===== config.mk =====
export PLATFORM = sky130hd
export DESIGN_NAME = mpsa_queue
export DESIGN_NICKNAME = d
export VERILOG_FILES = /design/src/rtl/mpsa_pkg.sv /design/src/rtl/mpsa_queue.sv
export SDC_FILE = /design/constraint.sdc
export NUM_CORES = 1
export LEC_CHECK = 0
export BUFFER_PORTS_ARGS = -buffer_cell sky130_fd_sc_hd__buf_2
export CAP_MARGIN = 30
export CORE_AREA = 8 8 59 66
export CTS_CLUSTER_SIZE = 28
export DETAILED_ROUTE_END_ITERATION = 8
export DIE_AREA = 0 0 67 74
export GPL_TIMING_DRIVEN = 0
export PLACE_DENSITY_LB_ADDON = 0.1
export SLEW_MARGIN = 20
export SYNTH_ARGS = -nofsm -noshare
export SYNTH_HDL_FRONTEND = slang
export SYNTH_SLANG_ARGS = --single-unit

===== constraint.sdc =====
create_clock -name clk_i -period 2.4 [get_ports clk_i]
set_input_delay 0.48 -clock clk_i [delete_from_list [all_inputs] [get_ports clk_i]]
set_output_delay 0.48 -clock clk_i [all_outputs]
set_load 0.05 [all_outputs]

===== src/rtl/mpsa_pkg.sv =====
// ----------------------------------------------------------------------------
// mpsa_pkg: shared types and constants of the multi-pattern shift-and matcher
// Field widths, stream packing widths, action codes and front-end states.
// ----------------------------------------------------------------------------
package mpsa_pkg;

  // Default sizing of the pattern store
  localparam int NUM_PATTERNS_DEF = 8;
  localparam int MAX_LEN_DEF      = 8;
  localparam int CHARSET_DEF      = 256;

  // Fixed widths
  localparam int VEC_W      = 64;  // state vector width
  localparam int BITPOS_W   = 10;  // slot * stride + index, 8 slots of up to 64
  localparam int LEN_W      = 4;   // match_length
  localparam int TPOS_W     = 32;  // text position / match_start
  localparam int BYTE_W     = 8;
  localparam int SLOT_IN_W  = 3;
  localparam int IDX_IN_W   = 3;
  localparam int ACT_W      = 2;
  localparam int RESULT_CAP = 8;   // results per text byte
  localparam int CNT_W      = $clog2(RESULT_CAP);

  // Stream packing
  localparam int IN_TDATA_W  = 16; // data_byte, pattern_slot, char_index, pad
  localparam int OUT_TDATA_W = 40; // match_length, match_start, pad

  localparam int QUEUE_DEPTH = 2;

  typedef enum logic [ACT_W-1:0] {
    ACT_CLEAR    = 2'd0,
    ACT_LOAD     = 2'd1,
    ACT_NEW_TEXT = 2'd2,
    ACT_TEXT     = 2'd3
  } action_e;

  typedef enum logic [1:0] {
    FE_IDLE,
    FE_LOAD,
    FE_TEXT
  } fe_state_e;

endpackage


===== src/rtl/mpsa_queue.sv =====
// ----------------------------------------------------------------------------
// mpsa_queue: short FIFO between front and back end
// Holds per-byte match records so either side can stall on its own.
// ----------------------------------------------------------------------------
module mpsa_queue #(
  parameter int WIDTH = 8,
  parameter int DEPTH = mpsa_pkg::QUEUE_DEPTH
) (
  input  logic             clk_i,
  input  logic             rst_ni,
  input  logic             push_i,
  input  logic [WIDTH-1:0] data_i,
  output logic             full_o,
  input  logic             pop_i,
  output logic [WIDTH-1:0] data_o,
  output logic             empty_o
);

  localparam int PTR_W = (DEPTH > 1) ? $clog2(DEPTH) : 1;
  localparam int CNT_W = $clog2(DEPTH + 1);

  logic [WIDTH-1:0] data_q [DEPTH];
  logic [PTR_W-1:0] wr_ptr_q, wr_ptr_d;
  logic [PTR_W-1:0] rd_ptr_q, rd_ptr_d;
  logic [CNT_W-1:0] cnt_q, cnt_d;

  assign full_o  = (cnt_q == CNT_W'(DEPTH));
  assign empty_o = (cnt_q == '0);
  assign data_o  = data_q[rd_ptr_q];

  always_comb begin
    wr_ptr_d = wr_ptr_q;
    rd_ptr_d = rd_ptr_q;
    cnt_d    = cnt_q;
    if (push_i) begin
      wr_ptr_d = (wr_ptr_q == PTR_W'(DEPTH - 1)) ? '0 : wr_ptr_q + PTR_W'(1);
    end
    if (pop_i) begin
      rd_ptr_d = (rd_ptr_q == PTR_W'(DEPTH - 1)) ? '0 : rd_ptr_q + PTR_W'(1);
    end
    if (push_i && !pop_i) begin
      cnt_d = cnt_q + CNT_W'(1);
    end else if (pop_i && !push_i) begin
      cnt_d = cnt_q - CNT_W'(1);
    end
  end

  always_ff @(posedge clk_i or negedge rst_ni) begin
    if (!rst_ni) begin
      wr_ptr_q <= '0;
      rd_ptr_q <= '0;
      cnt_q    <= '0;
    end else begin
      wr_ptr_q <= wr_ptr_d;
      rd_ptr_q <= rd_ptr_d;
      cnt_q    <= cnt_d;
    end
  end

  always_ff @(posedge clk_i) begin
    if (push_i) begin
      data_q[wr_ptr_q] <= data_i;
    end
  end

  a_no_push_full: assert property (@(posedge clk_i) disable iff (!rst_ni)
    push_i |-> !full_o) else $error("push into full queue");

  a_no_pop_empty: assert property (@(posedge clk_i) disable iff (!rst_ni)
    pop_i |-> !empty_o) else $error("pop from empty queue");

  a_cnt_tracks: assert property (@(posedge clk_i) disable iff (!rst_ni)
    (push_i && !pop_i) |=> !empty_o) else $error("queue lost a pushed record");

  a_cnt_bound: assert property (@(posedge clk_i) disable iff (!rst_ni)
    cnt_q <= CNT_W'(DEPTH)) else $error("queue count overflow");

endmodule


* Yosys cells after proc, flatten, opt, wreduce, memory -nomap -nowiden
Memory sizes are Yosys's and may differ from the RTL's.
Cells that the tools add are included.
** Cells by class
- Add/subtract/negate cells :: 4
- Multiply operators :: 0
- Divide/modulo/power cells :: 0
- $lt $le $gt $ge :: 0
- Eq/ne operators :: 1
- Shift operators :: 0
- Mux-type cells :: 6
- Bitwise logic cells :: 0
- Reductions and logical operators :: 6
** Operators by type and width (number)
- $mux 1 :: 4
- $mux 2 :: 2
- $add 1x1->1 const B :: 2
- $add 2x1->2 const B :: 1
- $eq 2x2->1 const B :: 1
- $logic_and 1x1->1 :: 2
- $logic_not 1->1 :: 2
- $logic_not 2->1 :: 1
- $reduce_bool 2->1 :: 1
- $sub 2x1->2 const B :: 1
** Storage, ports and cells
- Register bits after elaboration :: 4
- Latch bits :: 0
- RAM bits :: 16
- Bits in read-only memories :: 0
- Bits of input ports :: 12
- Output and inout bits :: 10
- Logic and storage cells :: 21
- Memories kept :: 1
** Memories
- data_q :: words 2, bits a word 8, rd ports 1, clocked after Yosys merged registers in 0, wr ports 1, RTL line mpsa_queue.sv:22 : logic [WIDTH-1:0] data_q [DEPTH];

* Depth between registers and ports, before layout
- Word-level depth :: 4
- Gate-level depth with buffers :: 5

* Worst setup path before layout
No wires, ideal clock.
- Path kind :: reg2out
- From :: register cnt_q[0]
- To :: output empty_o
- Arrival :: 1055 ps
- Required time :: 1920 ps
- Slack :: 865 ps
- Cell stages (with the launch flop) :: 2
- Buffers on the path :: 0
- Cell sequence :: dfrtp_1 > nor2_1
** On the way
- Word-level cells in the longest chain between the ends :: 1
** RTL lines
- from (decl) :: RTL line mpsa_queue.sv:25 : logic [CNT_W-1:0] cnt_q, cnt_d;
- from (signal assigned) :: RTL line mpsa_queue.sv:56 : cnt_q <= cnt_d;
- $logic_not 2->1 :: RTL line mpsa_queue.sv:28 : assign empty_o = (cnt_q == '0);
- to (decl) :: RTL line mpsa_queue.sv:16 : output logic empty_o
No other way between the ends.

* Final worst setup path
- From :: register rd_ptr_q
- To :: output data_o[6]
** On the way
- Word-level cells in the longest chain between the ends :: 1
** RTL lines
- from (decl) :: RTL line mpsa_queue.sv:24 : logic [PTR_W-1:0] rd_ptr_q, rd_ptr_d;
- from (signal assigned) :: RTL line mpsa_queue.sv:55 : rd_ptr_q <= rd_ptr_d;
- $mem_v2 2x8
- to (decl) :: RTL line mpsa_queue.sv:15 : output logic [WIDTH-1:0] data_o,
No other way between the ends.

==> impl.org <==
** Synth
- Cell type with the highest aggregate area in the netlist :: edfxtp_1
- Summed over its instances, the top area cell type makes up between 60 and 70% of the synthesized netlist area.
- After synthesis the cells add up to 770.7 µm².
- Avg Inst Size Synth :: around 19 µm²
- Synthesis handed over a netlist of around 40 instances.
- Synthesized Nets :: 54
- Warning count from the yosys run :: 0
- The share of the Yosys chip area taken by registers is between 70% and 80%.
- Top cells by area, synth :: edfxtp_1 62%, dfrtp_1 13%, mux2_2 12%, xor2_1 4.5%, ha_1 1.6%
- Register bit total from synthesis :: 20
- After synthesis, the netlist uses 12 different library cells.

** Global route
- The first global-routing pass estimated 2.132 mm of wire.
- For this run the aggregate overflow at the end of global routing stands at 0.
- The via count of the first global-routing pass was between 400 and 500.
- The initial antenna violation count is 0.
- Global routing used 5.911% of the available tracks across all layers.
- Pin count of the biggest net entering global routing :: 13

** Clocking
- In this run the post-CTS setup repair buffer count came out at 0.
- Clock buffer depth :: 2
- In this run, CTS created clock tree buffers numbering 3.
- The clock reaches the later pin of the worst-skew pair after a little under 0.3 ns.
- H-tree levels :: 1
- TritonCTS built the clock tree.
- Clock-pin slew was measured on the worst setup and hold paths at approximately 0.12 ns.
- Clock tree synthesis selected as its root buffer the cell clkbuf_4.
- Clock sink count :: 20

** Route
- In the routed layout, each cell is associated on average with a via count of roughly 4.
- In the final routed layout, each cell accounts on average for 13.88 µm.
- Summed over all layers, the routed wires come to between 1 and 1.5 mm.
- The pre-antenna-repair detailed-routing pass consisted of 2 iterations.
- Drt first-iter violations :: 2
- DR vias :: between 400 and 500
- DRC violation count after routing :: 0
- Post-route antenna net violation count :: 0

** Run
- Number of maximum-capacitance constraint violations :: 0

** Floorplan
- During I/O placement, the number of pins put on the boundary was 22.
- The floorplan step defined a core boundary enclosing between 0.002 and 0.003 mm².
- Die W :: around 67 µm
- Die span in y :: between 70 and 80 µm
- Overall die area :: between 0.004 and 0.005 mm²
- Once the floorplan was initialized, standard cells occupied approximately a quarter of the core.
- The floorplan has 21 rows.

** Min path
- Hold Crit Depth :: 1
- In this run the worst hold path is classified as in -> reg.

** Critical path
- The largest individual stage delay along the critical path comes from the cell dfrtp_1.
- Worst reg-to-reg path cell count :: 1
- In this run the worst path has a maximum fanout of 9.
- The worst setup path is launched from a flop.
- In this design, the stage delay of the slowest critical-path cell is around 0.36 ns.
- Critical setup path kind :: reg -> out
- Data arrives at the worst endpoint at ~1.4 ns.
- The signal on the critical path passes through buf_6, mux2_2, buf_2.
- Data on the critical path is required at its endpoint by about 1.9 ns.
- The worst setup path is captured at an output port.

** STA
- For the final database, setup skew stands at roughly 0.0032 ns.
- Setup slack closes at between 0.5 and 0.6 ns.
- Final Max Slew Viols :: 0
- In this run the tightest slew margin relative to its limit is 49.49%.
- Number of failing setup endpoints in the final timing report :: 0
- Final worst hold slack :: between 0.3 and 0.4 ns
- RSZ-0062 raised after global routing :: false
- The worst path uses between 70% and 80% of the clock period.
- The final-report hold violation count came to 0.
- Fin Setup TNS :: 0 ns
- Peak Freq :: around 0.54 GHz
- Transition time at the pin with the least slew margin :: between 0.7 and 0.8 ns
- The worst path in the final design needs a cycle of roughly 1.8 ns, including I/O delays and setup.

** Outcome
- The flow ran to the end, and the final reports show no timing, DRC or antenna violations.

** Power
- Worst-case vdd ir drop :: between 0.4 and 0.5 mV
- Leakage power :: 0.3985 nW
- Dividing total power by cell area gives a power density of between 1000 and 1500 mW/mm².

** Layout
- After filler insertion, the fill cell instance count of the layout stands at ~300.
- Layout net count :: around 80
- Synth-to-layout area growth :: 27.27%
- Fraction of final layout cells sized beyond drive strength 1 :: between 50% and 60%
- Final core area utilization :: between 30% and 40%
- The repair_antennas step left the layout with diodes totalling 0.

** Place
- Routability-driven placement finished with a final weighted congestion of between 0.6 and 0.7.
- IO buf count :: 21
- Detailed placement finished with a half-perimeter wire length of slightly above 1 mm.
- Timing analysis after detailed placement gives a worst setup slack of 0.7434 ns.
## area by class of cell
class | instances | area, µm² | area share [%]
Clock buffer | 3 | 22.52 | 2.296
Inverter | 1 | 3.754 | 0.3827
Timing Repair Buffer | 22 | 115.1 | 11.73
Buffer | 1 | 11.26 | 1.148
Sequential cell | 20 | 580.6 | 59.18
Tap cell | 34 | 42.54 | 4.337
Multi-Input combinational cell | 19 | 175.2 | 17.86
Clock inverter | 1 | 30.03 | 3.061
## cells by family (layout without fill, tap and decap cells)
group	Yosys count	in the layout	synth area share, %
flops	20	20	75.33
mux	8	8	11.69
xor+xnor	5	5	5.682
simple gates	5	5	3.735
buf+inv	2	28	1.947
fa+ha+maj	1	1	1.623
## per-stage QoR
| stage | area (µm²) | total power (W) | cells |
|---|---|---|---|
| after floorplan | 770.7 | 0.0009665 | 41 |
| after global placement | 918.4 | 0.001092 | 96 |
| after detailed placement | 918.4 | 0.001094 | 96 |
| after CTS | 980.9 | 0.001373 | 101 |
| after global routing | 980.9 | 0.001413 | 101 |
| final | 980.9 | 0.001350 | 101 |
## worst max-delay path: cells and delay by family (launching register included)
family                 cells  cell delay [ns]
muxes                      1             0.35
buffers and inverters      2             0.36
DFF                        1             0.36
## report_power, final
| group | switching (W) | leakage (nW) | internal [W] | total (W) |
|---|---|---|---|---|
| logic | 0.000397 | 0.174 | 0.000171 | 0.000568 |
| registers | 0.0000378 | 0.197 | 0.000472 | 0.000509 |
| clock network | 0.000104 | 0.0279 | 0.000169 | 0.000272 |
## cells in the final DEF, fill, tap and decap left out
master,count
buf_2,21
edfxtp_1,16
mux2_2,8
xor2_1,4
dfrtp_1,4
clkbuf_4,3
nor2_1,2
inv_1,1
buf_6,1
and2b_2,1
and2_1,1
nor2b_1,1
xnor2_1,1
ha_1,1
bufinv_16,1
dlygate4sd3_1,1
## synthesized netlist by cell type
| library cell | count |
|---|---|
| inv_1 | 1 |
| buf_6 | 1 |
| mux2_2 | 8 |
| ha_1 | 1 |
| xor2_1 | 4 |
| xnor2_1 | 1 |
| nor2_1 | 2 |
| nor2b_1 | 1 |
| dfrtp_1 | 4 |
| and2b_2 | 1 |
| and2_1 | 1 |
| edfxtp_1 | 16 |
## registers in the layout (all words and copies together), names as in the netlist
register,count
rd_ptr_q,1
wr_ptr_q,1
data_q,16
cnt_q,2
## per-layer routing
| metal | GRT usage (%) | vias up | share of wire, % | routed length (µm) |
|---|---|---|---|---|
| li1 | - | 201 | - | - |
| met1 | 7.852 | 190 | 47 | 655 |
| met2 | 8.298 | 11 | 47 | 655 |
| met3 | 2.108 | 0 | 6.5 | 91 |
| met4 | 2.791 | 0 | 0 | 0 |
| met5 | 0 | - | 0 | 0 |
## worst paths after layout
path | startpoint | endpoint | slack, ns
worst max register to register | wr_ptr_q | data_q[0][7] | 1.02
worst min-delay path | data_i[1] | data_q[1][1] | 0.36
max in group asynchronous | rst_ni | rd_ptr_q | 1.78
min in group asynchronous | rst_ni | cnt_q[0] | 0.50
worst min register to register | cnt_q[1] | cnt_q[1] | 0.50
worst max-delay path | rd_ptr_q | data_o[6] | 0.56
## what timing repair did
item / CTS / global route
endpoints found under the hold margin: 4 / 0
hold buffers: 1 / 0
gates resized for setup: 0 / 0
(Power assumes the default switching activity.)
