`src/rtl/mpsa_pkg.sv`:
```
// ----------------------------------------------------------------------------
// mpsa_pkg: shared types and constants of the multi-pattern shift-and matcher
// Field widths, stream packing widths, action codes and front-end states.
// ----------------------------------------------------------------------------
package mpsa_pkg;

  // Default sizing of the pattern store
  localparam int NUM_PATTERNS_DEF = 8;
  localparam int MAX_LEN_DEF      = 8;
  localparam int CHARSET_DEF      = 256;

  // Fixed widths
  localparam int VEC_W      = 64;  // state vector width
  localparam int BITPOS_W   = 10;  // slot * stride + index, 8 slots of up to 64
  localparam int LEN_W      = 4;   // match_length
  localparam int TPOS_W     = 32;  // text position / match_start
  localparam int BYTE_W     = 8;
  localparam int SLOT_IN_W  = 3;
  localparam int IDX_IN_W   = 3;
  localparam int ACT_W      = 2;
  localparam int RESULT_CAP = 8;   // results per text byte
  localparam int CNT_W      = $clog2(RESULT_CAP);

  // Stream packing
  localparam int IN_TDATA_W  = 16; // data_byte, pattern_slot, char_index, pad
  localparam int OUT_TDATA_W = 40; // match_length, match_start, pad

  localparam int QUEUE_DEPTH = 2;

  typedef enum logic [ACT_W-1:0] {
    ACT_CLEAR    = 2'd0,
    ACT_LOAD     = 2'd1,
    ACT_NEW_TEXT = 2'd2,
    ACT_TEXT     = 2'd3
  } action_e;

  typedef enum logic [1:0] {
    FE_IDLE,
    FE_LOAD,
    FE_TEXT
  } fe_state_e;

endpackage

```
`src/rtl/mpsa_back.sv`:
```
// ----------------------------------------------------------------------------
// mpsa_back: match emitter
// Takes one match record from the queue and emits its slots lowest first,
// one result per cycle while the output is not stalled, capped per text byte.
// ----------------------------------------------------------------------------
module mpsa_back #(
  parameter int NUM_PATTERNS = mpsa_pkg::NUM_PATTERNS_DEF,
  parameter int ENTRY_W      = NUM_PATTERNS * (mpsa_pkg::LEN_W + 1) + mpsa_pkg::TPOS_W
) (
  input  logic                             clk_i,
  input  logic                             rst_ni,
  input  logic [ENTRY_W-1:0]               q_data_i,
  input  logic                             q_empty_i,
  output logic                             q_pop_o,
  output logic                             m_tvalid_o,
  input  logic                             m_tready_i,
  output logic [mpsa_pkg::OUT_TDATA_W-1:0] m_tdata_o,
  output logic                             m_tlast_o
);

  localparam int LEN_W  = mpsa_pkg::LEN_W;
  localparam int TPOS_W = mpsa_pkg::TPOS_W;
  localparam int CNT_W  = mpsa_pkg::CNT_W;
  localparam int LENS_W = NUM_PATTERNS * LEN_W;

  logic [NUM_PATTERNS-1:0] pend_q, pend_d;
  logic [LENS_W-1:0]       lens_q, lens_d;
  logic [TPOS_W-1:0]       pos_q, pos_d;
  logic [CNT_W-1:0]        cnt_q, cnt_d;

  logic              out_valid_q, out_valid_d;
  logic [LEN_W-1:0]  out_len_q, out_len_d;
  logic [TPOS_W-1:0] out_start_q, out_start_d;
  logic              out_last_q, out_last_d;

  logic [NUM_PATTERNS-1:0] lowest, rest;
  logic [LEN_W-1:0]        len_sel;
  logic                    busy, out_free, emit, last;

  assign busy     = (pend_q != '0);
  assign out_free = !out_valid_q || m_tready_i;
  assign emit     = busy && out_free;
  assign q_pop_o  = !busy && !q_empty_i;

  assign lowest = pend_q & (~pend_q + NUM_PATTERNS'(1));
  assign rest   = pend_q & ~lowest;
  assign last   = (rest == '0) || (cnt_q == CNT_W'(mpsa_pkg::RESULT_CAP - 1));

  always_comb begin
    len_sel = '0;
    for (int s = 0; s < NUM_PATTERNS; s++) begin
      if (lowest[s]) begin
        len_sel = len_sel | lens_q[s*LEN_W +: LEN_W];
      end
    end
  end

  always_comb begin
    pend_d      = pend_q;
    lens_d      = lens_q;
    pos_d       = pos_q;
    cnt_d       = cnt_q;
    out_valid_d = out_valid_q && !m_tready_i;
    out_len_d   = out_len_q;
    out_start_d = out_start_q;
    out_last_d  = out_last_q;
    if (q_pop_o) begin
      pend_d = q_data_i[NUM_PATTERNS-1:0];
      lens_d = q_data_i[NUM_PATTERNS +: LENS_W];
      pos_d  = q_data_i[ENTRY_W-1 -: TPOS_W];
      cnt_d  = '0;
    end else if (emit) begin
      // Drop the reported slot; drop the rest once the cap is reached
      pend_d      = last ? '0 : rest;
      cnt_d       = cnt_q + CNT_W'(1);
      out_valid_d = 1'b1;
      out_len_d   = len_sel;
      out_start_d = pos_q - TPOS_W'(len_sel) + TPOS_W'(1);
      out_last_d  = last;
    end
  end

  always_ff @(posedge clk_i or negedge rst_ni) begin
    if (!rst_ni) begin
      pend_q      <= '0;
      cnt_q       <= '0;
      out_valid_q <= 1'b0;
    end else begin
      pend_q      <= pend_d;
      cnt_q       <= cnt_d;
      out_valid_q <= out_valid_d;
    end
  end

  always_ff @(posedge clk_i) begin
    lens_q      <= lens_d;
    pos_q       <= pos_d;
    out_len_q   <= out_len_d;
    out_start_q <= out_start_d;
    out_last_q  <= out_last_d;
  end

  assign m_tvalid_o = out_valid_q;
  assign m_tlast_o  = out_last_q;
  assign m_tdata_o  = {(mpsa_pkg::OUT_TDATA_W - LEN_W - TPOS_W)'(0), out_start_q, out_len_q};

endmodule

```
`config.mk`:
```
export PLATFORM = sky130hd
export DESIGN_NAME = mpsa_back
export DESIGN_NICKNAME = d
export VERILOG_FILES = /design/src/rtl/mpsa_pkg.sv /design/src/rtl/mpsa_back.sv
export SDC_FILE = /design/constraint.sdc
export NUM_CORES = 1
export LEC_CHECK = 0
export BUFFER_PORTS_ARGS = -buffer_cell sky130_fd_sc_hd__buf_2
export CAP_MARGIN = 20
export CORE_ASPECT_RATIO = 0.7
export CORE_MARGIN = 3
export CORE_UTILIZATION = 50
export DETAILED_ROUTE_END_ITERATION = 6
export HOLD_SLACK_MARGIN = 0.1
export PLACE_DENSITY_LB_ADDON = 0.08
export SLEW_MARGIN = 20
export SYNTH_ARGS = -nofsm -noshare
export SYNTH_HDL_FRONTEND = slang
export SYNTH_SLANG_ARGS = --single-unit
```
`constraint.sdc`:
```
create_clock -name clk_i -period 3.87 [get_ports clk_i]
set_input_delay 0.1935 -clock clk_i [delete_from_list [all_inputs] [get_ports clk_i]]
set_output_delay 0.1935 -clock clk_i [all_outputs]
set_load 0.02 [all_outputs]
```
* Yosys cells after proc, flatten, opt, wreduce, memory -nomap -nowiden
Index checks and enable logic that the tools add are counted.
** Word-level totals
- Logic and storage cells :: 53
- Register bits :: 113
- Output and inout bits :: 43
- Input bits :: 76
** Cells by class
- Bitwise gates (word level) :: 12
- Multiplexer cells :: 15
- Reduce and logical (&&, ||, !) cells :: 13
- Add/subtract/negate cells :: 4
- Equality and inequality tests :: 1
** Operators by type and width (number)
- adder 32 x 1 -> 32 bit, second input constant :: 1
- 2-to-1 mux 4 bit :: 8
- subtractor 32 x 4 -> 32 bit :: 1
- bitwise OR 4 bit :: 7
- 2-to-1 mux 8 bit :: 3
- bitwise AND 8 bit :: 2
- inverter 8 bit :: 2
- adder 8 x 1 -> 8 bit, second input constant :: 1
- logical NOT 8 bit :: 1
- nonzero test 8 bit :: 1
- 2-to-1 mux 3 bit :: 2
- logical NOT 1 bit :: 4
- adder 3 x 1 -> 3 bit, second input constant :: 1
- equality test 3 bit, second input constant :: 1
- logical AND 1 bit :: 3
- logical OR 1 bit :: 2
- 2-to-1 mux 1 bit :: 2
- AND reduction 2 bit :: 1
- nonzero test 2 bit :: 1
- inverter 1 bit :: 1

* Logic depth before layout (Yosys ltp)
Gate-level depths: netlist of run 1.
- Word-level depth :: 20
- Depth in mapped cells :: 18
- Gate-level depth less buffers :: 17

* Worst setup path after synthesis of run 1
OpenSTA, ideal clock, no wires.
- Path type :: register -> register
- From :: register pend_q[2]
- To :: register lens_q[0], enable pin
- Arrival time :: 3.318 ns
- Stages on the path, launching flop included :: 4
- Path slack :: 0.082 ns
- Path buffers :: 0
- Setup time :: 0.470 ns
- Required time :: 3.400 ns
- Period minus slack after synthesis :: 3.788 ns
- Cells stage by stage :: dfrtp_1 -> nor4_1 -> nand2_1 -> nor4_4
** On the way
- Cells in the longest elaborated chain, start to end :: 3
** RTL lines
- start: declaration :: RTL line mpsa_back.sv:26 : logic [NUM_PATTERNS-1:0] pend_q, pend_d;
- start signal: assignment :: RTL line mpsa_back.sv:89 : pend_q <= pend_d;
- nonzero test 8 bit :: RTL line mpsa_back.sv:40 : assign busy = (pend_q != '0);
- logical NOT 1 bit :: RTL line mpsa_back.sv:43 : assign q_pop_o = !busy && !q_empty_i;
- logical AND 1 bit :: RTL line mpsa_back.sv:43
- via q_pop_o :: RTL line mpsa_back.sv:14 : output logic q_pop_o,
- end signal: assignment :: RTL line mpsa_back.sv:96 : lens_q <= lens_d;
- end: declaration :: RTL line mpsa_back.sv:27 : logic [LENS_W-1:0] lens_q, lens_d;
The timed path passes the listed nets, and every way through them passes these cells.
A chain may end at the register's enable or synchronous reset.

* Worst setup path after layout of run 1
- From :: register pend_q[2]
- To :: register out_start_q[27] (data pin)
** On the way
- Cells in the longest elaborated chain, start to end :: 16
** RTL lines
- inverter 8 bit :: RTL line mpsa_back.sv:45 : assign lowest = pend_q & (~pend_q + NUM_PATTERNS'(1));
- adder 8 x 1 -> 8 bit :: RTL line mpsa_back.sv:45
- bitwise AND 8 bit * :: RTL line mpsa_back.sv:45
- 2-to-1 mux 4 bit :: RTL line mpsa_back.sv:52 : if (lowest[s]) begin
- bitwise OR 4 bit :: RTL line mpsa_back.sv:53 : len_sel = len_sel | lens_q[s*LEN_W +: LEN_W];
- 2-to-1 mux 4 bit :: RTL line mpsa_back.sv:52
- bitwise OR 4 bit :: RTL line mpsa_back.sv:53
- 2-to-1 mux 4 bit :: RTL line mpsa_back.sv:52
- bitwise OR 4 bit :: RTL line mpsa_back.sv:53
- 2-to-1 mux 4 bit :: RTL line mpsa_back.sv:52
- bitwise OR 4 bit :: RTL line mpsa_back.sv:53
- 2-to-1 mux 4 bit :: RTL line mpsa_back.sv:52
- bitwise OR 4 bit :: RTL line mpsa_back.sv:53
- 2-to-1 mux 4 bit * :: RTL line mpsa_back.sv:52
- subtractor 32 x 4 -> 32 bit * :: RTL line mpsa_back.sv:78 : out_start_d = pos_q - TPOS_W'(len_sel) + TPOS_W'(1);
- adder 32 x 1 -> 32 bit * :: RTL line mpsa_back.sv:78
- end signal: assignment :: RTL line mpsa_back.sv:99 : out_start_q <= out_start_d;
- end: declaration :: RTL line mpsa_back.sv:33 : logic [TPOS_W-1:0] out_start_q, out_start_d;
Mark *: on every way between the ends. The rest lies on a longest branch, timed or not.

==> results, run 1 <==
- The aggregate negative setup slack is 0 ns.
- The hold violation total from the final report is 0.
- The largest buffer count on any clock path is 2.
- Summed over all nets, the switching power comes to 0.003004 W.
- The number of top-level pins is 119.
- Power spread over the standard cell area amounts to 920.8 nW/um^2.
- The final setup violation count is 0.
- Counting every instance in the synthesized netlist gives 512.
- The headroom to the max-slew limit is 53.45%.
- The routing usage on met3 is 5.280%.
- The number of distinct library cells after synthesis is 60.
- The clock network power share is 20.6%.
- By instance count, the leading cell after synthesis is sky130_fd_sc_hd__edfxtp_1.
- The number of maximum-capacitance violations is 0.
- The class of the most critical hold timing path is input port to flop.
- The internal power is 0.004497 W.
- The total routed wirelength is 14.77 mm.
- The clock period minus worst slack is 3.692 ns.
- After detailed routing, the average wire length per cell comes to 16.71 um.
- The number of nets at the end of the flow is 830.
- The sequential cell fraction of total power is 30.6%.
- The run finished with clean final reports.
- In this run the worst path has a maximum fanout of 6.
- The final setup skew is 0.007974 ns.
- The overall via count from detail_route is 4766.
- Net switching is 40.05% of the power.
- The Yosys step of the flow raised 0 warnings.
- The total congestion overflow after global routing is 0.
- The number of buffers inserted during clock tree synthesis is 17.
- The core region is 11290 um^2.
- At the end of routability-driven placement, the weighted congestion stood at 0.8696.
- The busiest metal layer after global routing is met1.
- The first global-routing pass estimated 23.66 mm of wire.
- The detail route stage leaves a number of antenna-violating nets equal to 0.
- The largest total area in the synthesized netlist belongs to sky130_fd_sc_hd__edfxtp_1.
- The layout has 827 filler cells.
- In the finished design, the share of the clock period the worst path needs comes to 95.40%.
- Each instance of the synthesized netlist takes up on average 11.61 um^2.
- Across the VDD grid, the largest voltage drop is 0.0006073 V.
- After routing the design area is 8145 um^2.
- The fraction of registers with async set/reset is 10.62%.
- The leakage dissipation is 3.434 nW.
- Measured along the x axis, the die boundary spans 136.3 um.
- The top cell type by area accounts for 51.02% of the synthesized area.
- For the pin with the worst max-slew slack, the measured transition is 0.6789 ns.
- Buffers placed on the I/O ports in this run total 114.
- The clock-pin slew on the worst setup and hold paths is 0.06 ns.
- The arrival time at the worst endpoint is 3.85 ns.
- The cell area that synthesis handed to floorplanning was 5944 um^2.
- TritonCTS built the clock tree.
- The layout cell share with drive strength beyond 1 is 25.89%.
- The number of sinks handled by clock tree synthesis is 113.
- Entering global routing, the biggest net connects 47 pins.
- The max-slew violation count is 0.
- The placed wire-length estimate after detailed placement is 9.875 mm.
- The most used flip-flop cell after synthesis is sky130_fd_sc_hd__edfxtp_1.
- The deepest level of the CTS H-tree is 4.
- The first detailed-routing pass ran for 5 iterations.
- The floorplan step defined a die boundary enclosing 13250 um^2.
- The via count of the first global-routing pass is 4660.
- The first-iteration detailed-routing DRC count is 425.
- In this run the vertical extent of the chip is 97.23 um.
- The placed instances occupy a cell area of 6731 um^2.
- Counting flops with a built-in enable in the synthesized netlist gives 101.
- For met1 alone, demand over resource in global routing was 34.64%.
- Using the TritonRoute via totals, the vias-per-cell ratio works out to 5.391.
- For the worst setup path, the data required time is 4.03 ns.
- The timing-limited maximum frequency is 270.8 MHz.
- The clock insertion delay at the later pin of the skew report is 0.41 ns.
- In the post-synthesis netlist, the biggest area contributors are sky130_fd_sc_hd__edfxtp_1, sky130_fd_sc_hd__ha_1, sky130_fd_sc_hd__dfrtp_1, sky130_fd_sc_hd__a21oi_1, sky130_fd_sc_hd__o21ai_0.
- Excluding fillers, the count of instances in the completed layout stands at 884.
- The area overhead of the layout relative to synthesis is 37.02%.
- The part of the Yosys area used for sequential elements is 56.07%.
- Counting flops and latches in the post-synthesis netlist gives 113.
- Global routing used 33.70% of the available met2 tracks.
- The initial antenna violation count is 0.
- After detailed placement, the design holds a cell count of 776.
- The worst setup path is captured at a flop.
- The floorplan has 32 rows.
- Combinational logic burns 48.7% of the power.
- In the routed design, unresolved DRC markers number 0.
- For this run, the total global-route usage over all layers was measured as 23.41%.
- By count the netlist is led by sky130_fd_sc_hd__edfxtp_1, sky130_fd_sc_hd__inv_1, sky130_fd_sc_hd__a21oi_1, sky130_fd_sc_hd__ha_1.
- The cell sitting at the root of the clock tree is a sky130_fd_sc_hd__clkbuf_16.
- The kind of launch point of the worst setup path is a flop.
- The worst setup path is of the flop to flop kind.
- For this configuration, the core starts out at a cell density of 52.65%.
-- sequential cells by signal (all words and copies together) (netlist names) --
register     cells
pend_q           8
cnt_q            3
pos_q           32
out_start_q     32
m_tlast_o        1
out_len_q        4
m_tvalid_o       1
lens_q          32
-- path summary, 6_finish.rpt --
kind                                       start                   endpoint  slack (ns)  depth (start not counted)
max                        pend_q[2]$_DFFE_PN0P_  out_start_q[27]$_DFFE_PP_        0.18                         14
min                                   m_tready_i       m_tvalid_o$_DFF_PN0_        0.17                          3
max reg2reg                pend_q[2]$_DFFE_PN0P_  out_start_q[27]$_DFFE_PP_        0.18                         14
min reg2reg                 cnt_q[0]$_DFFE_PN0P_       cnt_q[0]$_DFFE_PN0P_        0.49                          1
max in group asynchronous                 rst_ni      pend_q[2]$_DFFE_PN0P_        3.45                          2
min in group asynchronous                 rst_ni      pend_q[7]$_DFFE_PN0P_        0.19                          2
-- cell families after synthesis --
kind of cell,Yosys count,share of synthesized area [%]
XOR/XNOR,26,3.831
adder cells (fa/ha/maj),39,8.251
multiplexers,4,0.6736
other,1,0.06308
buffers and inverters,64,4.504
AO/OA/AOI/OAI,142,16.16
flip-flops,113,56.07
AND/OR/NAND/NOR,123,10.44
-- final cells by class --
| cell class | instances | area, um^2 | area share [%] |
|---|---|---|---|
| inverters | 43 | 161.4 | 1.982 |
| repair buffers | 204 | 1429 | 17.54 |
| well taps | 153 | 191.4 | 2.350 |
| diodes | 1 | 2.502 | 0.03072 |
| clock buffers | 18 | 439.2 | 5.392 |
| clock inverters | 14 | 152.6 | 1.874 |
| flip-flops and latches | 113 | 3336 | 40.95 |
| multi-input cells | 338 | 2434 | 29.88 |
-- per-layer routing --
metal | wire length, um | share of wire [%]
met1 | 7017 | 48
met2 | 6433 | 44
met3 | 1059 | 7.2
met4 | 262 | 1.8
met5 | 0 | 0
-- cells in the final DEF (no fill, tap or decap), types with 11 or more instances in the layout --
cell,n
sky130_fd_sc_hd__edfxtp_1,101
sky130_fd_sc_hd__nand2_1,35
sky130_fd_sc_hd__xor2_1,11
sky130_fd_sc_hd__xnor2_1,15
sky130_fd_sc_hd__nor2_1,32
sky130_fd_sc_hd__a22o_1,11
sky130_fd_sc_hd__clkbuf_16,17
sky130_fd_sc_hd__inv_1,43
sky130_fd_sc_hd__o21ai_0,31
sky130_fd_sc_hd__ha_1,36
sky130_fd_sc_hd__buf_2,114
sky130_fd_sc_hd__a21oi_1,35
sky130_fd_sc_hd__dlygate4sd3_1,73
sky130_fd_sc_hd__buf_4,17
-- critical path: stages, from the launching register on --
cell	delay, ns
sky130_fd_sc_hd__dfrtp_2	0.45
sky130_fd_sc_hd__nor2b_1	0.18
sky130_fd_sc_hd__a22oi_1	0.22
sky130_fd_sc_hd__nor2_1	0.11
sky130_fd_sc_hd__a221o_1	0.32
sky130_fd_sc_hd__a211oi_4	0.23
sky130_fd_sc_hd__ha_1	0.28
sky130_fd_sc_hd__ha_1	0.35
sky130_fd_sc_hd__nor2b_4	0.15
sky130_fd_sc_hd__o2111ai_2	0.22
sky130_fd_sc_hd__a21oi_2	0.08
sky130_fd_sc_hd__buf_4	0.16
sky130_fd_sc_hd__o2111ai_4	0.23
sky130_fd_sc_hd__nand2_1	0.12
sky130_fd_sc_hd__o311a_1	0.34
-- through the flow --
stage	power [W]	setup WS, ns	hold WS (ns)	utilization, %
2_1_floorplan	0.004801	0.08179	-0.1021	-
3_3_place_gp	0.005688	0.05271	0.08322	59.62
3_5_place_dp	0.005732	-0.1393	0.08690	59.62
4_1_cts	0.007404	0.01037	0.1208	71.50
5_1_grt	0.008047	-0.002044	0.1612	72.12
6_report	0.007500	0.1778	0.1738	72.14
-- timing repair --
action / in CTS / in global routing
gates cloned: 0 / 0
pin swaps: 1 / 2
hold endpoints to repair: 84 / 0
resized for setup: 2 / 18
hold buffers: 73 / 0
buffers inserted: 1 / 1
endpoints found under the setup margin: 8 / 16
-- power groups by stage --
stage / Combinational, W / Sequential (W) / Clock (W)
2_1_floorplan: 0.00226 / 0.00254 / 0
3_3_place_gp: 0.00340 / 0.00229 / 0
3_5_place_dp: 0.00344 / 0.00229 / 0
4_1_cts: 0.00355 / 0.00228 / 0.00157
5_1_grt: 0.00408 / 0.00235 / 0.00162
6_report: 0.00365 / 0.00230 / 0.00155
Note: power is estimated with default switching activity, not from simulation.
==> run 2, diff against run 1 <==
--- a/config.mk
+++ b/config.mk
@@ -5,11 +5,12 @@
 export SDC_FILE = /design/constraint.sdc
 export NUM_CORES = 1
 export LEC_CHECK = 0
+export ABC_AREA = 1
 export BUFFER_PORTS_ARGS = -buffer_cell sky130_fd_sc_hd__buf_2
 export CAP_MARGIN = 20
 export CORE_ASPECT_RATIO = 0.7
-export CORE_MARGIN = 3
-export CORE_UTILIZATION = 50
+export CORE_MARGIN = 4
+export CORE_UTILIZATION = 51
 export DETAILED_ROUTE_END_ITERATION = 6
 export HOLD_SLACK_MARGIN = 0.1
 export PLACE_DENSITY_LB_ADDON = 0.08
==> run 2 against run 1 <==
  * Sequential cell count unchanged
  * Via count grew 23%
  * Synthesized cell count increased by 55%
  * Clock skew up 0.0024 ns
  * Design area grew 6.8%
  * Hold slack lost 0.069 ns
  * Combinational power decreased by 7.1%
  * Sequential share of layout area decreased by 2.6 points
  * Sequential power shrank 3%
  * Total power down 2.8%
  * Area after synthesis up 11%
  * Fmax increased by 4.7%
==> results, run 2 <==
- Status: finished clean (unchanged).
- The worst setup slack before clock tree synthesis is 0.4402 ns (was -0.1393 ns).
- The count of buffering cells on the critical path with inverters included is 3 (was 1).
- The number of instances resized during post-cts repair came to 0 (was 2).
- The count of port buffers added during placement is 114 (unchanged).
- The initial antenna violation count was 0 (unchanged).
- The launch point of the worst reg-to-reg path is pend_q[0]$_DFFE_PN0P_ (was pend_q[2]$_DFFE_PN0P_).
- The number of buffers inserted during clock tree synthesis is 17 (unchanged).
- The post-detailed-route DRC marker count is 0 (unchanged).
- The top-area cell type share of the netlist area came to 46.15% (was 51.02%).
- The TritonCTS clock tree is done (unchanged).
- The chip width is 143.7 um (was 136.3 um).
- The hold path endpoint is pend_q[2]$_DFFE_PN0P_ (was m_tvalid_o$_DFF_PN0_).
- The total inserted antenna cells is 0 (was 1).
- The number of cell rows is 34 (was 32).
- Commonest non-fill, non-tap cells in the layout: sky130_fd_sc_hd__nand2_1, sky130_fd_sc_hd__inv_1, sky130_fd_sc_hd__buf_2, sky130_fd_sc_hd__edfxtp_1, sky130_fd_sc_hd__dlygate4sd3_1 (was sky130_fd_sc_hd__buf_2, sky130_fd_sc_hd__edfxtp_1, sky130_fd_sc_hd__dlygate4sd3_1, sky130_fd_sc_hd__inv_1, sky130_fd_sc_hd__ha_1).
- The cell area reported after detailed placement is 7350 um^2 (was 6731 um^2).
- The number of nets at the end of the flow is 1112 (was 830).
- The die outline area is 14800 um^2 (was 13250 um^2).
- The most common library cell in the layout ignoring fill and taps is sky130_fd_sc_hd__nand2_1 (was sky130_fd_sc_hd__buf_2).
- The clock period minus worst slack is 3.525 ns (was 3.692 ns).
- The maximum single-stage delay on the critical path is 0.48 ns (was 0.45 ns).
- The number of cells traversed by the worst register-to-register path came to 18 (was 14).
- The average cell area after synthesis is 8.288 um^2 (was 11.61 um^2).
- The clock-pin slew on the worst setup and hold paths is 0.06 ns (about the same).
- The final-layout fill cell count came to 980 (was 827).
- The number of instances on the worst hold path is 5 (was 3).
- The critical-path cell with the highest stage delay is sky130_fd_sc_hd__dfrtp_1 (was sky130_fd_sc_hd__dfrtp_2).
- The cell seen most often among critical-path stages is sky130_fd_sc_hd__nand3_1 (was sky130_fd_sc_hd__ha_1).
- The number of maximum-capacitance violations was 0 (unchanged).
- The first-iteration detailed-routing DRC count is 519 (was 425).
- The class of the most critical hold timing path was input port to flop (unchanged).
- The area overhead of the layout relative to synthesis is 32.38% (was 37.02%).
- The final weighted congestion in routability-driven placement is 0.9521 (was 0.8696).
- The total congestion overflow after global routing is 0 (unchanged).
- The buffer cell driving the clock tree root is sky130_fd_sc_hd__clkbuf_16 (unchanged).
- The first-pass GRT wire length is 27.23 mm (was 23.66 mm).
- The hold violation total from the final report is 0 (unchanged).
- The total global-route track usage came to 24.30% (was 23.41%).
- The vias per cell is 4.975 (was 5.391).
- Leading registers by flop count: lens_q: 32 flops, out_start_q: 32 flops, pos_q: 32 flops (unchanged).
- The leakage dissipation is 4.476 nW (was 3.434 nW).
- The worst path setup slack after routing is 0.3448 ns (was 0.1778 ns).
- The deepest level of the CTS H-tree came to 4 (unchanged).
- The startpoint of the lowest-slack hold path is q_data_i[2] (was m_tready_i).
- The internal reg-to-reg setup slack is 0.34 ns (was 0.18 ns).
- The standard cell core area is 12510 um^2 (was 11290 um^2).
- The final setup violation count was 0 (unchanged).
- The data required time of the worst path was 4.05 ns (was 4.03 ns).
- The clock insertion delay at the later pin of the skew report is 0.42 ns (was 0.41 ns).
- Setup repair after global routing left no endpoint under its margin.
- The aggregate negative setup slack came to 0 ns (unchanged).
- The type of the worst setup path is flop to flop (unchanged).
- The power per unit of standard cell area was 837.8 nW/um^2 (was 920.8 nW/um^2).
- The max-slew violation count is 0 (unchanged).
- The fraction of registers with async set/reset came to 10.62% (unchanged).
- The layout cell share with drive strength beyond 1 is 16.11% (was 25.89%).
- The iteration count of the initial detailed-routing pass is 5 (unchanged).
- The most frequent cell after synthesis is sky130_fd_sc_hd__nand2_1 (was sky130_fd_sc_hd__edfxtp_1).
- The timing-limited maximum frequency is 283.7 MHz (was 270.8 MHz).
- The biggest area consumer among synthesized cells is sky130_fd_sc_hd__edfxtp_1 (unchanged).
- Leading cell types by count after synthesis: sky130_fd_sc_hd__nand2_1, sky130_fd_sc_hd__inv_1, sky130_fd_sc_hd__edfxtp_1 (was sky130_fd_sc_hd__edfxtp_1, sky130_fd_sc_hd__inv_1, sky130_fd_sc_hd__a21oi_1, sky130_fd_sc_hd__ha_1).
- The kind of end point of the critical path is a flop (unchanged).
- The number of nets still failing antenna checks after routing was 0 (unchanged).
- The most used flip-flop cell after synthesis is sky130_fd_sc_hd__edfxtp_1 (unchanged).
- The placed wire-length estimate after detailed placement was 12.70 mm (was 9.875 mm).
- The overall via count from detail_route was 5841 (was 4766).
- The total routed wirelength was 17.35 mm (was 14.77 mm).
- The worst-margin pin slew is 0.5896 ns (was 0.6789 ns).
- The largest buffer count on any clock path is 2 (unchanged).
- The part of the Yosys area used for sequential elements is 50.71% (was 56.07%).
- The headroom to the max-slew limit came to 60.60% (was 53.45%).
- The number of sinks handled by clock tree synthesis was 113 (unchanged).
- Leading cell types by total area after synthesis: sky130_fd_sc_hd__edfxtp_1, sky130_fd_sc_hd__nand2_1, sky130_fd_sc_hd__inv_1, sky130_fd_sc_hd__ha_1, sky130_fd_sc_hd__dfrtp_1 (was sky130_fd_sc_hd__edfxtp_1, sky130_fd_sc_hd__ha_1, sky130_fd_sc_hd__dfrtp_1, sky130_fd_sc_hd__a21oi_1, sky130_fd_sc_hd__o21ai_0).
- The gate count after technology mapping was 793 (was 512).
- The pin count of the biggest net entering global routing is 48 (was 47).
- The end of the worst register-to-register path is out_start_q[29]$_DFFE_PP_ (was out_start_q[27]$_DFFE_PP_).
- The maximum net fanout on the critical path came to 7 (was 6).
- The die outline height was 103.0 um (was 97.23 um).
- The arrival time at the worst endpoint was 3.71 ns (was 3.85 ns).
- The number of top-level pins is 119 (unchanged).
- The post-layout instance area came to 8701 um^2 (was 8145 um^2).
- The via count of the first global-routing pass came to 5405 (was 4660).
- Cells along the critical path: nor2_4, nand2_1, nor3_2, nand2_1, nand4_1, ha_1, inv_1, ha_1, inv_1, fa_1, inv_1, nand3_1, nand3_1, nand3_1, nand3_1, nand2_1, nand3_1, nand2_1 (was nor2b_1, a22oi_1, nor2_1, a221o_1, a211oi_4, ha_1, ha_1, nor2b_4, o2111ai_2, a21oi_2, buf_4, o2111ai_4, nand2_1, o311a_1).
- The kind of launch point of the worst setup path is a flop (unchanged).
- The worst IR drop on VDD is 0.0005782 V (was 0.0006073 V).
- The count of flip-flops with a built-in enable after synthesis is 101 (unchanged).
- The routed length per instance is 14.78 um (was 16.71 um).
- The number of distinct library cells after synthesis is 32 (was 60).
- The final setup skew is 0.01037 ns (was 0.007974 ns).
- The starting density of the core is 52.55% (was 52.65%).
- The final cycle utilization of the critical path is 91.09% (was 95.40%).
- The yosys synthesis warning count was 0 (unchanged).
- The kind of cell with the highest combined delay on the critical path is simple AND/OR/NAND/NOR gates (was compound AO/OA/AOI/OAI gates).
- The post-synthesis sequential element count came to 113 (unchanged).
- The synthesized area was 6573 um^2 (was 5944 um^2).
-- run 2: routing by layer --
metal  part of all wire, %  track usage, %  vias up
met3                   8.8           5.239       29
met4                   1.8           7.381        0
met1                    48           36.32     2645
met5                     0               0        -
met2                    42           35.62      265
li1                      -               -     2902
-- run 2: layout make-up --
cell class	count	area (um^2)	share of cell area, %
Sequential cell	113	3333	38.31
Multi-Input combinational cell	506	2575	29.59
Timing Repair Buffer	188	1306	15.01
Inverter	173	653.1	7.506
Clock buffer	17	425.4	4.889
Clock inverter	15	205.2	2.358
Tap cell	162	202.7	2.330
-- run 2: worst max path at each step --
stage | startpoint | end | slack (ns) | cells after the start
3_3_place_gp | pend_q[0]$_DFFE_PN0P_ | out_start_q[29]$_DFFE_PP_ | 0.59 | 18
6_report | pend_q[0]$_DFFE_PN0P_ | out_start_q[29]$_DFFE_PP_ | 0.34 | 18
4_1_cts | pend_q[0]$_DFFE_PN0P_ | out_start_q[29]$_DFFE_PP_ | 0.44 | 18
5_1_grt | pend_q[0]$_DFFE_PN0P_ | out_start_q[29]$_DFFE_PP_ | 0.08 | 18
2_1_floorplan | pend_q[0]$_DFFE_PN0P_ | out_start_q[29]$_DFFE_PP_ | 0.90 | 18
3_5_place_dp | pend_q[0]$_DFFE_PN0P_ | out_start_q[29]$_DFFE_PP_ | 0.44 | 18
-- run 2: logic make-up after synthesis --
| family | synth area share (%) |
|---|---|
| buffers and inverters | 10.39 |
| AOI/OAI and AO/OA | 3.674 |
| DFF | 50.71 |
| xor gates and xnor gates | 2.132 |
| and+or+nand+nor | 25.87 |
| other | 0.05706 |
| adders and majority gates | 7.158 |
-- run 2: per-stage QoR --
step           util [%]  instances  total power [W]  hold WS, ns
2_1_floorplan         -        796         0.004520      -0.1021
6_report          69.57       1174         0.007290       0.1048
5_1_grt           69.57       1174         0.007816       0.1384
3_5_place_dp      58.76       1070         0.005502      0.09210
4_1_cts           69.57       1174         0.007274       0.1058
3_3_place_gp      58.76       1070         0.005425      0.08677
-- run 2: what timing repair did --
item | CTS | global route
endpoints found under the setup margin | 0 | 0
hold buffers | 72 | 0
setup buffers | 0 | 0
endpoints found under the hold margin | 83 | 0
-- run 2: worst register-to-register path, delay by kind of cell (launching register included) --
family                     cells  cell delay, ns
DFF                            1            0.48
buffers and inverters          3            0.25
and+or+nand+nor               12            1.70
adders and majority gates      3            0.86
-- run 2: where the power goes --
group / internal [W] / leakage (nW) / switching (W)
clock: 0.00105 / 0.312 / 0.000643
sequential: 0.00201 / 1.10 / 0.000206
combinational: 0.00109 / 3.06 / 0.00230
